[src/mslp_pkg.sv]
package mslp_pkg;

    localparam int SLOTS_DEFAULT = 16;
    localparam int MAX_OUT       = 16;

    localparam logic [2:0] CMD_ALLOC    = 3'd0;
    localparam logic [2:0] CMD_SUBMIT   = 3'd1;
    localparam logic [2:0] CMD_COLL_UNH = 3'd2;
    localparam logic [2:0] CMD_MARK     = 3'd3;
    localparam logic [2:0] CMD_COLL_HND = 3'd4;
    localparam logic [2:0] CMD_FREE     = 3'd5;

    localparam logic [2:0] ST_FREE        = 3'd0;
    localparam logic [2:0] ST_RESERVED    = 3'd1;
    localparam logic [2:0] ST_UNHANDLED   = 3'd2;
    localparam logic [2:0] ST_UNH_CLAIMED = 3'd3;
    localparam logic [2:0] ST_HANDLED     = 3'd4;
    localparam logic [2:0] ST_HND_CLAIMED = 3'd5;

    localparam logic [1:0] STAT_OK    = 2'd0;
    localparam logic [1:0] STAT_WRONG = 2'd1;
    localparam logic [1:0] STAT_FULL  = 2'd2;
    localparam logic [1:0] STAT_NONE  = 2'd3;

    localparam logic [1:0] OP_ALLOC   = 2'd0;
    localparam logic [1:0] OP_XFER    = 2'd1;
    localparam logic [1:0] OP_COLLECT = 2'd2;
    localparam logic [1:0] OP_REJECT  = 2'd3;

    typedef struct packed {
        logic [2:0] command;
        logic [3:0] slot;
    } in_t;

    typedef struct packed {
        logic [3:0] slot_out;
        logic [1:0] status;
        logic       last;
    } out_t;

    typedef struct packed {
        logic [1:0] op;
        logic [3:0] slot;
        logic [2:0] src;
        logic [2:0] dst;
    } job_t;

endpackage

[src/message_slot_lifecycle_pool.sv]
// Submit, mark handled and free pass through the queue, a RAM read, a check and the output
// register; out-of-range or unknown commands go from the queue to the output register.
// Allocate and collect scan the slot-state RAM one slot at a time, a read state then a check
// state per slot (one read port); a two-entry queue keeps taking commands meanwhile.
// Reset (aresetn low, synchronous) sets every slot free through per-slot valid bits;
// there is no clearing pass.
module message_slot_lifecycle_pool #(
    parameter int SLOTS = mslp_pkg::SLOTS_DEFAULT
) (
    input  logic           aclk,
    input  logic           aresetn,
    input  logic           s_valid,
    output logic           s_ready,
    input  mslp_pkg::in_t  s_data,
    output logic           m_valid,
    input  logic           m_ready,
    output mslp_pkg::out_t m_data
);

    logic           job_valid;
    logic           job_ready;
    mslp_pkg::job_t job;

    mslp_front #(
        .SLOTS (SLOTS)
    ) u_front (
        .aclk      (aclk),
        .aresetn   (aresetn),
        .s_valid   (s_valid),
        .s_ready   (s_ready),
        .s_data    (s_data),
        .job_valid (job_valid),
        .job_ready (job_ready),
        .job       (job)
    );

    mslp_back #(
        .SLOTS (SLOTS)
    ) u_back (
        .aclk      (aclk),
        .aresetn   (aresetn),
        .job_valid (job_valid),
        .job_ready (job_ready),
        .job       (job),
        .m_valid   (m_valid),
        .m_ready   (m_ready),
        .m_data    (m_data)
    );

endmodule

[src/mslp_ram.sv]
module mslp_ram #(
    parameter int WIDTH = 3,
    parameter int DEPTH = mslp_pkg::SLOTS_DEFAULT
) (
    input  logic                     aclk,
    input  logic                     wr_en,
    input  logic [$clog2(DEPTH)-1:0] wr_addr,
    input  logic [WIDTH-1:0]         wr_data,
    input  logic [$clog2(DEPTH)-1:0] rd_addr,
    output logic [WIDTH-1:0]         rd_data
);

    logic [WIDTH-1:0] mem [DEPTH];

    always_ff @(posedge aclk) begin
        if (wr_en) begin
            mem[wr_addr] <= wr_data;
        end
        rd_data <= mem[rd_addr];
    end

endmodule

[src/mslp_front.sv]
module mslp_front #(
    parameter int SLOTS = mslp_pkg::SLOTS_DEFAULT
) (
    input  logic               aclk,
    input  logic               aresetn,
    input  logic               s_valid,
    output logic               s_ready,
    input  mslp_pkg::in_t      s_data,
    output logic               job_valid,
    input  logic               job_ready,
    output mslp_pkg::job_t     job
);

    localparam int QD   = 2;
    localparam int QW   = $clog2(QD);
    localparam int CNTW = $clog2(QD + 1);

    mslp_pkg::job_t  q_reg [QD];
    logic [QW-1:0]   wr_ptr_reg, wr_ptr_next;
    logic [QW-1:0]   rd_ptr_reg, rd_ptr_next;
    logic [CNTW-1:0] cnt_reg, cnt_next;
    mslp_pkg::job_t  cls;
    logic            in_range;
    logic            push;
    logic            pop;

    assign in_range = (32'(s_data.slot) < SLOTS);

    always_comb begin
        cls.op   = mslp_pkg::OP_REJECT;
        cls.slot = s_data.slot;
        cls.src  = mslp_pkg::ST_FREE;
        cls.dst  = mslp_pkg::ST_FREE;
        unique case (s_data.command)
            mslp_pkg::CMD_ALLOC: begin
                cls.op  = mslp_pkg::OP_ALLOC;
                cls.src = mslp_pkg::ST_FREE;
                cls.dst = mslp_pkg::ST_RESERVED;
            end
            mslp_pkg::CMD_SUBMIT: begin
                cls.op  = in_range ? mslp_pkg::OP_XFER : mslp_pkg::OP_REJECT;
                cls.src = mslp_pkg::ST_RESERVED;
                cls.dst = mslp_pkg::ST_UNHANDLED;
            end
            mslp_pkg::CMD_COLL_UNH: begin
                cls.op  = mslp_pkg::OP_COLLECT;
                cls.src = mslp_pkg::ST_UNHANDLED;
                cls.dst = mslp_pkg::ST_UNH_CLAIMED;
            end
            mslp_pkg::CMD_MARK: begin
                cls.op  = in_range ? mslp_pkg::OP_XFER : mslp_pkg::OP_REJECT;
                cls.src = mslp_pkg::ST_UNH_CLAIMED;
                cls.dst = mslp_pkg::ST_HANDLED;
            end
            mslp_pkg::CMD_COLL_HND: begin
                cls.op  = mslp_pkg::OP_COLLECT;
                cls.src = mslp_pkg::ST_HANDLED;
                cls.dst = mslp_pkg::ST_HND_CLAIMED;
            end
            mslp_pkg::CMD_FREE: begin
                cls.op  = in_range ? mslp_pkg::OP_XFER : mslp_pkg::OP_REJECT;
                cls.src = mslp_pkg::ST_UNH_CLAIMED;
                cls.dst = mslp_pkg::ST_FREE;
            end
            default: begin
                cls.op = mslp_pkg::OP_REJECT;
            end
        endcase
    end

    assign s_ready   = (cnt_reg != CNTW'(QD));
    assign job_valid = (cnt_reg != '0);
    assign job       = q_reg[rd_ptr_reg];
    assign push      = s_valid && s_ready;
    assign pop       = job_valid && job_ready;

    always_comb begin
        wr_ptr_next = wr_ptr_reg;
        rd_ptr_next = rd_ptr_reg;
        cnt_next    = cnt_reg;
        if (push) begin
            wr_ptr_next = wr_ptr_reg + QW'(1);
        end
        if (pop) begin
            rd_ptr_next = rd_ptr_reg + QW'(1);
        end
        if (push && !pop) begin
            cnt_next = cnt_reg + CNTW'(1);
        end else if (pop && !push) begin
            cnt_next = cnt_reg - CNTW'(1);
        end
    end

    always_ff @(posedge aclk) begin
        if (!aresetn) begin
            wr_ptr_reg <= '0;
            rd_ptr_reg <= '0;
            cnt_reg    <= '0;
        end else begin
            wr_ptr_reg <= wr_ptr_next;
            rd_ptr_reg <= rd_ptr_next;
            cnt_reg    <= cnt_next;
        end
    end

    always_ff @(posedge aclk) begin
        if (push) begin
            q_reg[wr_ptr_reg] <= cls;
        end
    end

endmodule

[src/mslp_back.sv]
module mslp_back #(
    parameter int SLOTS = mslp_pkg::SLOTS_DEFAULT
) (
    input  logic            aclk,
    input  logic            aresetn,
    input  logic            job_valid,
    output logic            job_ready,
    input  mslp_pkg::job_t  job,
    output logic            m_valid,
    input  logic            m_ready,
    output mslp_pkg::out_t  m_data
);

    localparam int AW = $clog2(SLOTS);
    localparam int CW = $clog2(mslp_pkg::MAX_OUT + 1);
    localparam logic [AW-1:0] LAST_ADDR = AW'(SLOTS - 1);
    localparam logic [CW-1:0] CNT_MAX   = CW'(mslp_pkg::MAX_OUT);

    localparam logic [1:0] S_IDLE  = 2'd0;
    localparam logic [1:0] S_RD    = 2'd1;
    localparam logic [1:0] S_CHK   = 2'd2;
    localparam logic [1:0] S_FLUSH = 2'd3;

    logic [1:0]       state_reg, state_next;
    mslp_pkg::job_t   job_reg, job_next;
    logic [AW-1:0]    addr_reg, addr_next;
    logic [AW-1:0]    pend_reg, pend_next;
    logic [CW-1:0]    cnt_reg, cnt_next;
    logic [CW-1:0]    cnt_inc;
    logic             out_valid_reg, out_valid_next;
    mslp_pkg::out_t   out_reg, out_next;
    logic [SLOTS-1:0] valid_reg, valid_next;
    logic             rd_valid_reg;
    logic [2:0]       ram_rd_data;
    logic [2:0]       cur_state;
    logic             match;
    logic             out_free;
    logic             wr_en;
    logic             at_last;

    mslp_ram #(
        .WIDTH (3),
        .DEPTH (SLOTS)
    ) u_ram (
        .aclk    (aclk),
        .wr_en   (wr_en),
        .wr_addr (addr_reg),
        .wr_data (job_reg.dst),
        .rd_addr (addr_reg),
        .rd_data (ram_rd_data)
    );

    assign out_free  = !out_valid_reg || m_ready;
    assign cur_state = rd_valid_reg ? ram_rd_data : mslp_pkg::ST_FREE;
    assign match     = (cur_state == job_reg.src);
    assign at_last   = (addr_reg == LAST_ADDR);
    assign cnt_inc   = cnt_reg + CW'(1);
    assign m_valid   = out_valid_reg;
    assign m_data    = out_reg;

    always_comb begin
        state_next     = state_reg;
        job_next       = job_reg;
        addr_next      = addr_reg;
        pend_next      = pend_reg;
        cnt_next       = cnt_reg;
        out_valid_next = out_valid_reg && !m_ready;
        out_next       = out_reg;
        valid_next     = valid_reg;
        job_ready      = 1'b0;
        wr_en          = 1'b0;

        unique case (state_reg)
            S_IDLE: begin
                if (job_valid && (job.op != mslp_pkg::OP_REJECT || out_free)) begin
                    job_ready = 1'b1;
                    job_next  = job;
                    cnt_next  = '0;
                    if (job.op == mslp_pkg::OP_REJECT) begin
                        out_valid_next = 1'b1;
                        out_next = '{slot_out: job.slot, status: mslp_pkg::STAT_WRONG,
                                     last: 1'b1};
                    end else begin
                        addr_next  = (job.op == mslp_pkg::OP_XFER) ? AW'(job.slot) : '0;
                        state_next = S_RD;
                    end
                end
            end
            S_RD: begin
                state_next = S_CHK;
            end
            S_CHK: begin
                unique case (job_reg.op)
                    mslp_pkg::OP_XFER: begin
                        if (out_free) begin
                            wr_en          = match;
                            out_valid_next = 1'b1;
                            out_next = '{slot_out: job_reg.slot,
                                         status: match ? mslp_pkg::STAT_OK
                                                       : mslp_pkg::STAT_WRONG,
                                         last: 1'b1};
                            state_next = S_IDLE;
                        end
                    end
                    mslp_pkg::OP_ALLOC: begin
                        if (match) begin
                            if (out_free) begin
                                wr_en          = 1'b1;
                                out_valid_next = 1'b1;
                                out_next = '{slot_out: 4'(addr_reg),
                                             status: mslp_pkg::STAT_OK, last: 1'b1};
                                state_next = S_IDLE;
                            end
                        end else if (at_last) begin
                            if (out_free) begin
                                out_valid_next = 1'b1;
                                out_next = '{slot_out: 4'd0, status: mslp_pkg::STAT_FULL,
                                             last: 1'b1};
                                state_next = S_IDLE;
                            end
                        end else begin
                            addr_next  = addr_reg + AW'(1);
                            state_next = S_RD;
                        end
                    end
                    default: begin
                        if (match) begin
                            if (cnt_reg == '0 || out_free) begin
                                if (cnt_reg != '0) begin
                                    out_valid_next = 1'b1;
                                    out_next = '{slot_out: 4'(pend_reg),
                                                 status: mslp_pkg::STAT_OK, last: 1'b0};
                                end
                                wr_en     = 1'b1;
                                pend_next = addr_reg;
                                cnt_next  = cnt_inc;
                                if (cnt_inc == CNT_MAX || at_last) begin
                                    state_next = S_FLUSH;
                                end else begin
                                    addr_next  = addr_reg + AW'(1);
                                    state_next = S_RD;
                                end
                            end
                        end else if (at_last) begin
                            state_next = S_FLUSH;
                        end else begin
                            addr_next  = addr_reg + AW'(1);
                            state_next = S_RD;
                        end
                    end
                endcase
            end
            S_FLUSH: begin
                if (out_free) begin
                    out_valid_next = 1'b1;
                    if (cnt_reg != '0) begin
                        out_next = '{slot_out: 4'(pend_reg), status: mslp_pkg::STAT_OK,
                                     last: 1'b1};
                    end else begin
                        out_next = '{slot_out: 4'd0, status: mslp_pkg::STAT_NONE,
                                     last: 1'b1};
                    end
                    state_next = S_IDLE;
                end
            end
            default: begin
                state_next = S_IDLE;
            end
        endcase

        if (wr_en) begin
            valid_next[addr_reg] = 1'b1;
        end
    end

    always_ff @(posedge aclk) begin
        if (!aresetn) begin
            state_reg     <= S_IDLE;
            out_valid_reg <= 1'b0;
            valid_reg     <= '0;
        end else begin
            state_reg     <= state_next;
            out_valid_reg <= out_valid_next;
            valid_reg     <= valid_next;
        end
    end

    always_ff @(posedge aclk) begin
        job_reg      <= job_next;
        addr_reg     <= addr_next;
        pend_reg     <= pend_next;
        cnt_reg      <= cnt_next;
        out_reg      <= out_next;
        rd_valid_reg <= valid_reg[addr_reg];
    end

endmodule
[config.mk]
export PLATFORM = sky130hd
export DESIGN_NAME = message_slot_lifecycle_pool
export DESIGN_NICKNAME = d
export VERILOG_FILES = /design/src/mslp_pkg.sv /design/src/message_slot_lifecycle_pool.sv /design/src/mslp_ram.sv /design/src/mslp_front.sv /design/src/mslp_back.sv
export SDC_FILE = /design/constraint.sdc
export NUM_CORES = 1
export LEC_CHECK = 0
export ABC_CLOCK_PERIOD_IN_PS = 5100
export BUFFER_PORTS_ARGS = -buffer_cell sky130_fd_sc_hd__buf_2
export CAP_MARGIN = 20
export CORE_MARGIN = 1
export CORE_UTILIZATION = 60
export CTS_CLUSTER_DIAMETER = 60
export DETAILED_ROUTE_END_ITERATION = 8
export GPL_TIMING_DRIVEN = 0
export PLACE_DENSITY = 0.88
export SLEW_MARGIN = 0
export SYNTH_ARGS = -nofsm -noshare
export SYNTH_HDL_FRONTEND = slang
export SYNTH_SLANG_ARGS = --single-unit
export TNS_END_PERCENT = 50
[constraint.sdc]
create_clock -name aclk -period 5.1 [get_ports aclk]
set_clock_uncertainty 0.05 [all_clocks]
set_input_delay 0.255 -clock aclk [delete_from_list [all_inputs] [get_ports aclk]]
set_output_delay 0.255 -clock aclk [all_outputs]
set_load 0.05 [all_outputs]
# ---- After elaboration in Yosys (flattened, before gate mapping)
# Memories as Yosys holds them, arrays and structs flattened. A register that Yosys moved wholly into a read port is not among the register bits.
# Index checks and enable logic that the tools add are counted.
# Widths: inputs -> output; s select.
dict set report totals {
  ff_bits 56
  latch_bits 0
  ramBits 72
  mem_bits_ro 0
  in_bits 11
  out_inout_bits 9
  word_cells 171
  n_memories 2
}
# memory words width rd rd_ports_with_merged_regs write_ports line
set mem_list {}
lappend mem_list {u_back.u_ram.mem 16 3 1 1 1 mslp_ram.sv:13} ;# logic [WIDTH-1:0] mem [DEPTH];
lappend mem_list {u_front.q_reg 2 12 1 1 1 mslp_front.sv:18} ;# mslp_pkg::job_t q_reg [QD];
dict set report op_classes {
  add_sub_neg 6
  n_mul 0
  n_div 0
  magnitude_cmp 2
  eq_ne 34
  n_shift 0
  muxes 75
  n_bitwise 2
  reduce_logical 33
}
# cell count
set op_table {}
lappend op_table {{$mux 7} 12}
lappend op_table {{$pmux 6 s6} 1}
lappend op_table {{$mux 4} 8}
lappend op_table {{$mux 1} 25}
lappend op_table {{$mux 2} 11}
lappend op_table {{$pmux 7 s3} 1}
lappend op_table {{$mux 5} 4}
lappend op_table {{$or 16x16->16} 1}
lappend op_table {{$pmux 4 s2} 2}
lappend op_table {{$pmux 7 s2} 1}
lappend op_table {{$ne 4x1->1 const B} 3}
lappend op_table {{$ne 2x1->1 const B} 5}
lappend op_table {{$ne 2x2->1 const B} 5}
lappend op_table {{$pmux 5 s2} 1}
lappend op_table {{$reduce_and 10->1} 1}
lappend op_table {{$ne 3x3->1 const B} 3}
lappend op_table {{$pmux 2 s4} 1}
lappend op_table {{$logic_and 1x1->1} 7}
lappend op_table {{$reduce_and 7->1} 1}
lappend op_table {{$eq 2x1->1 const B} 3}
lappend op_table {{$eq 2x2->1 const B} 3}
lappend op_table {{$eq 3x2->1 const B} 2}
lappend op_table {{$eq 3x3->1 const B} 2}
lappend op_table {{$ne 3x2->1 const B} 2}
lappend op_table {{35 further kinds} 47}

# ---- Longest topological paths before layout
dict set report logic_depth {
  depth_word 10
  ltp_mapped 8
}

# ---- Hierarchy
# A second synthesis with hierarchy kept.
dict set report hier_totals {
  cells_unflattened 412
  area_unflattened_um2 5766.8
}
# mod n_inst cells_per_inst area_per_inst_um2
set modules_own_cells {}
lappend modules_own_cells {mslp_back 1 233 2577.5}
lappend modules_own_cells {mslp_ram 1 103 2011.9}
lappend modules_own_cells {mslp_front 1 76 1177.4}

# ---- Least setup slack after synthesis
# Ideal clock, no wire load.
dict set report synth_path {
  kind {reg-to-reg}
  start {register u_back.out_valid_reg, in the netlist u_back.m_valid}
  end {register u_front.cnt_reg[1]}
  t_arrival_ns 3.472
  t_required_ns 4.974
  slack_ns 1.502
  stages_incl_launch_ff 7
  path_buffers 0
  period_less_slack_ns 3.598
  cell_sequence {dfxtp_1 nor2b_1 a2111oi_1 inv_1 ha_1 or3_1 a21boi_0}
}
dict set report synth_between {
  elab_chain_len 10
}
# item line
set synth_lines {}
lappend synth_lines {{start, declared} mslp_back.sv:30} ;# logic out_valid_reg, out_valid_next;
lappend synth_lines {{start signal, assigned} mslp_back.sv:183} ;# out_valid_reg <= out_valid_next;
lappend synth_lines {{$logic_not 1->1 *} mslp_back.sv:53} ;# assign out_free = !out_valid_reg || m_ready;
lappend synth_lines {{$logic_or 1x1->1 *} mslp_back.sv:53}
lappend synth_lines {{$logic_or 1x1->1 *} mslp_back.sv:75} ;# if (job_valid && (job.op != mslp_pkg::OP_REJECT || out_free)) begin
lappend synth_lines {{$logic_and 1x1->1 *} mslp_back.sv:75}
lappend synth_lines {{$mux 1 *} mslp_back.sv:75}
lappend synth_lines {{$mux 1 *} mslp_back.sv:73} ;# unique case (state_reg)
lappend synth_lines {{$logic_and 1x1->1 *} mslp_front.sv:75} ;# assign pop = job_valid && job_ready;
lappend synth_lines {{$logic_not 1->1} mslp_front.sv:87} ;# if (push && !pop) begin
lappend synth_lines {{$logic_and 1x1->1} mslp_front.sv:87}
lappend synth_lines {{$mux 2 or $reduce_bool 2->1 (tied branches)} n/a}
lappend synth_lines {{end signal, assigned} mslp_front.sv:102} ;# cnt_reg <= cnt_next;
lappend synth_lines {{end, declared} mslp_front.sv:21} ;# logic [CNTW-1:0] cnt_reg, cnt_next;
# Mark *: on every way between the ends. The rest lies on a longest branch, timed or not.
# A chain may end at the register's enable or synchronous reset.

# ---- Worst setup path after layout
dict set report layout_path {
  start {register u_back.addr_reg[1]}
  end {memory u_back.u_ram.mem[1][2], enable pin}
}
# item line
set layout_lines {}
lappend layout_lines {{start, declared} mslp_back.sv:26} ;# logic [AW-1:0] addr_reg, addr_next;
lappend layout_lines {{start signal, assigned} mslp_back.sv:190} ;# addr_reg <= addr_next;
lappend layout_lines {{end, declared} mslp_ram.sv:13}
# No word-level cell before the write port.

==> out/metrics.csv <==
metric;value;unit
tightestPinTransition;1.03;ns
ios;20;
maxCapViolCount;0;
holdWs;0.0365;ns
max_slew_margin;31.2;%
max_freq;344;MHz
netlist_area;5660;µm²
worst_setup_path_start_kind;register;
finalSetupViolations;0;
antenna_cells;0;
start_util;61.5;%
design.core.area;9200;µm²
syn_inst;389;
final_common_cell;edfxtp_1;
post-cts-setup-buffers;0;
synth_area_leaders;edfxtp_1, dfxtp_1, mux4_2;
p_leak;2.24;nW
post-route-util;71.1;%
yosys.area.top_type;edfxtp_1;
syn_avg_cell_area;14.5;µm²
grtUsageTotal;25.2;%
grt_start_max_net_pins;17;
port_buffers;18;
required;5.20;ns
nets;449;
drive_above_1_share;21.4;%
cp-end-kind;register;
grt_setup_unrepaired;false;
tritoncts;done;
cts.path.max_buffers;2;
die_w;99.1;µm
synth-seq-cells;132;
n_fill_cell;560;
clock-sinks;132;
synth_enable_flop_cells;104;
ys_seq_area_share;65.1;%
crit_fanout;10;
synthDominantCellAreaShare;55.2;%
min_to;u_back.m_valid;
min_period_over_period;57.0;%
tns;0;ns
finalWirelength;11200;µm
area_growth;15.7;%
cp.arrival;3.00;ns
ys.warnings.count;0;
min_from;m_ready;
synth_nets;407;
critPathKind;reg2reg;
cts_max_level;4;
antenna_found_initial;0;
grt_pass1_vias;3478;
wire_per_inst;20.2;µm
final_cell_mix;edfxtp_1, nand2_1, dfxtp_1, buf_2, mux4_2;
cts_resized;0;
grt-ovfl-total;0;
std_cell_rows;35;
r2r_cells;6;
hold_path.class;in2reg;
r2r-start;u_back.addr_reg[1];
cts_buffers;17;
gp_congestion;0.903;
ys.flop_type;edfxtp_1;
largest_reg_flops;48;
ir_worst_vdd;361;µV
drt_pre_antenna_iters;5;
fin_crit;2.91;ns
drt-vias-per-instance;6.32;
postSynth.asyncResetShare;0;%
num_vias;3508;
rr_endpoint;u_back.u_ram.mem[1][2];
fp.dieH;99.1;µm
report.final.slew_viol_count;0;
worstSkewPairLatency;0.53;ns
hold_viol;0;
drc;0;
postRouteAntennaNets;0;
status;completed;
drt_iter0_markers;473;
dieArea;9820;µm²
power_density;592;nW/µm²
yosysUniqueCellTypes;57;
cts-root-buf;clkbuf_8;
grt_pass1_wl;18000;µm
rrSetupSlack;2.19;ns
dpl.hpwl;7450;µm
power;3.87;mW
hold_depth;3;
path_clk_slew;0.06;ns
## power breakdown
part           total (mW)  switching, mW  internal (mW)
sequential           1.62          0.178           1.45
combinational        1.01          0.621          0.387
clock                1.24          0.482          0.758
total                3.87           1.28           2.59
## critical path, stage by stage, from the launching register on
cell,delay [ns]
edfxtp_1,0.47
clkbuf_1,0.33
buf_1,0.38
inv_1,0.22
ha_1,0.21
inv_1,0.12
nor4_1,0.75
## cells in the mapped netlist (all sizes together), types with 8 or more instances
master and n:
inv 16, dfxtp 28, nand3 8, mux4 20, o21ai 22, edfxtp 104, and2 8, clkbuf 11
nand2 28, nor2 18, o21a 14
## logic make-up after synthesis
logic type,share of synthesized area [%]
XOR/XNOR,1.70
multiplexers,10.4
AND/OR/NAND/NOR,9.56
adder cells (fa/ha/maj),1.55
buffers and inverters,2.32
AO/OA/AOI/OAI,9.31
flip-flops,65.1
## worst max-delay path by stage
stage	from	to
floorplan	u_back.m_valid	u_front.cnt_reg[1]
global placement	register	u_front.cnt_reg[1]
detailed placement	u_back.addr_reg[1]	u_back.u_ram.mem[1][2]
CTS	u_back.addr_reg[1]	u_back.u_ram.mem[1][2]
global route	u_back.addr_reg[1]	u_back.u_ram.mem[1][2]
finish	u_back.addr_reg[1]	u_back.u_ram.mem[1][2]
## final cells by class
cell class / count / area, µm² / share of cell area, %
well taps: 111 / 139 / 2.12
flip-flops and latches: 132 / 3680 / 56.3
inverters: 18 / 67.6 / 1.03
repair buffers: 23 / 135 / 2.07
plain buffers: 16 / 63.8 / 0.975
clock inverters: 15 / 194 / 2.96
clock buffers: 17 / 414 / 6.33
multi-input cells: 223 / 1850 / 28.2
## what timing repair did
action / in CTS / in global routing
endpoints found under the setup margin: 0 / 0
endpoints found under the hold margin: 8 / 0
hold buffers: 4 / 0
## metrics by stage
| stage | cell area, µm² | setup WS, ns | std cells |
|---|---|---|---|
| floorplan | 5660 | 1.50 | 389 |
| global placement | 5880 | 0.896 | 518 |
| detailed placement | 5890 | 2.20 | 519 |
| CTS | 6540 | 2.22 | 555 |
| global route | 6540 | 2.11 | 555 |
| finish | 6540 | 2.19 | 555 |
## layer usage
layer | global-route usage (%) | vias to the layer above | part of all wire [%]
met5 | 0 | - | 0
met4 | 11.5 | 0 | 2.6
met3 | 5.67 | 30 | 6.8
met2 | 40.5 | 170 | 49
met1 | 33.3 | 1722 | 42
li1 | - | 1586 | -
Note: power is estimated with default switching activity, not from simulation.
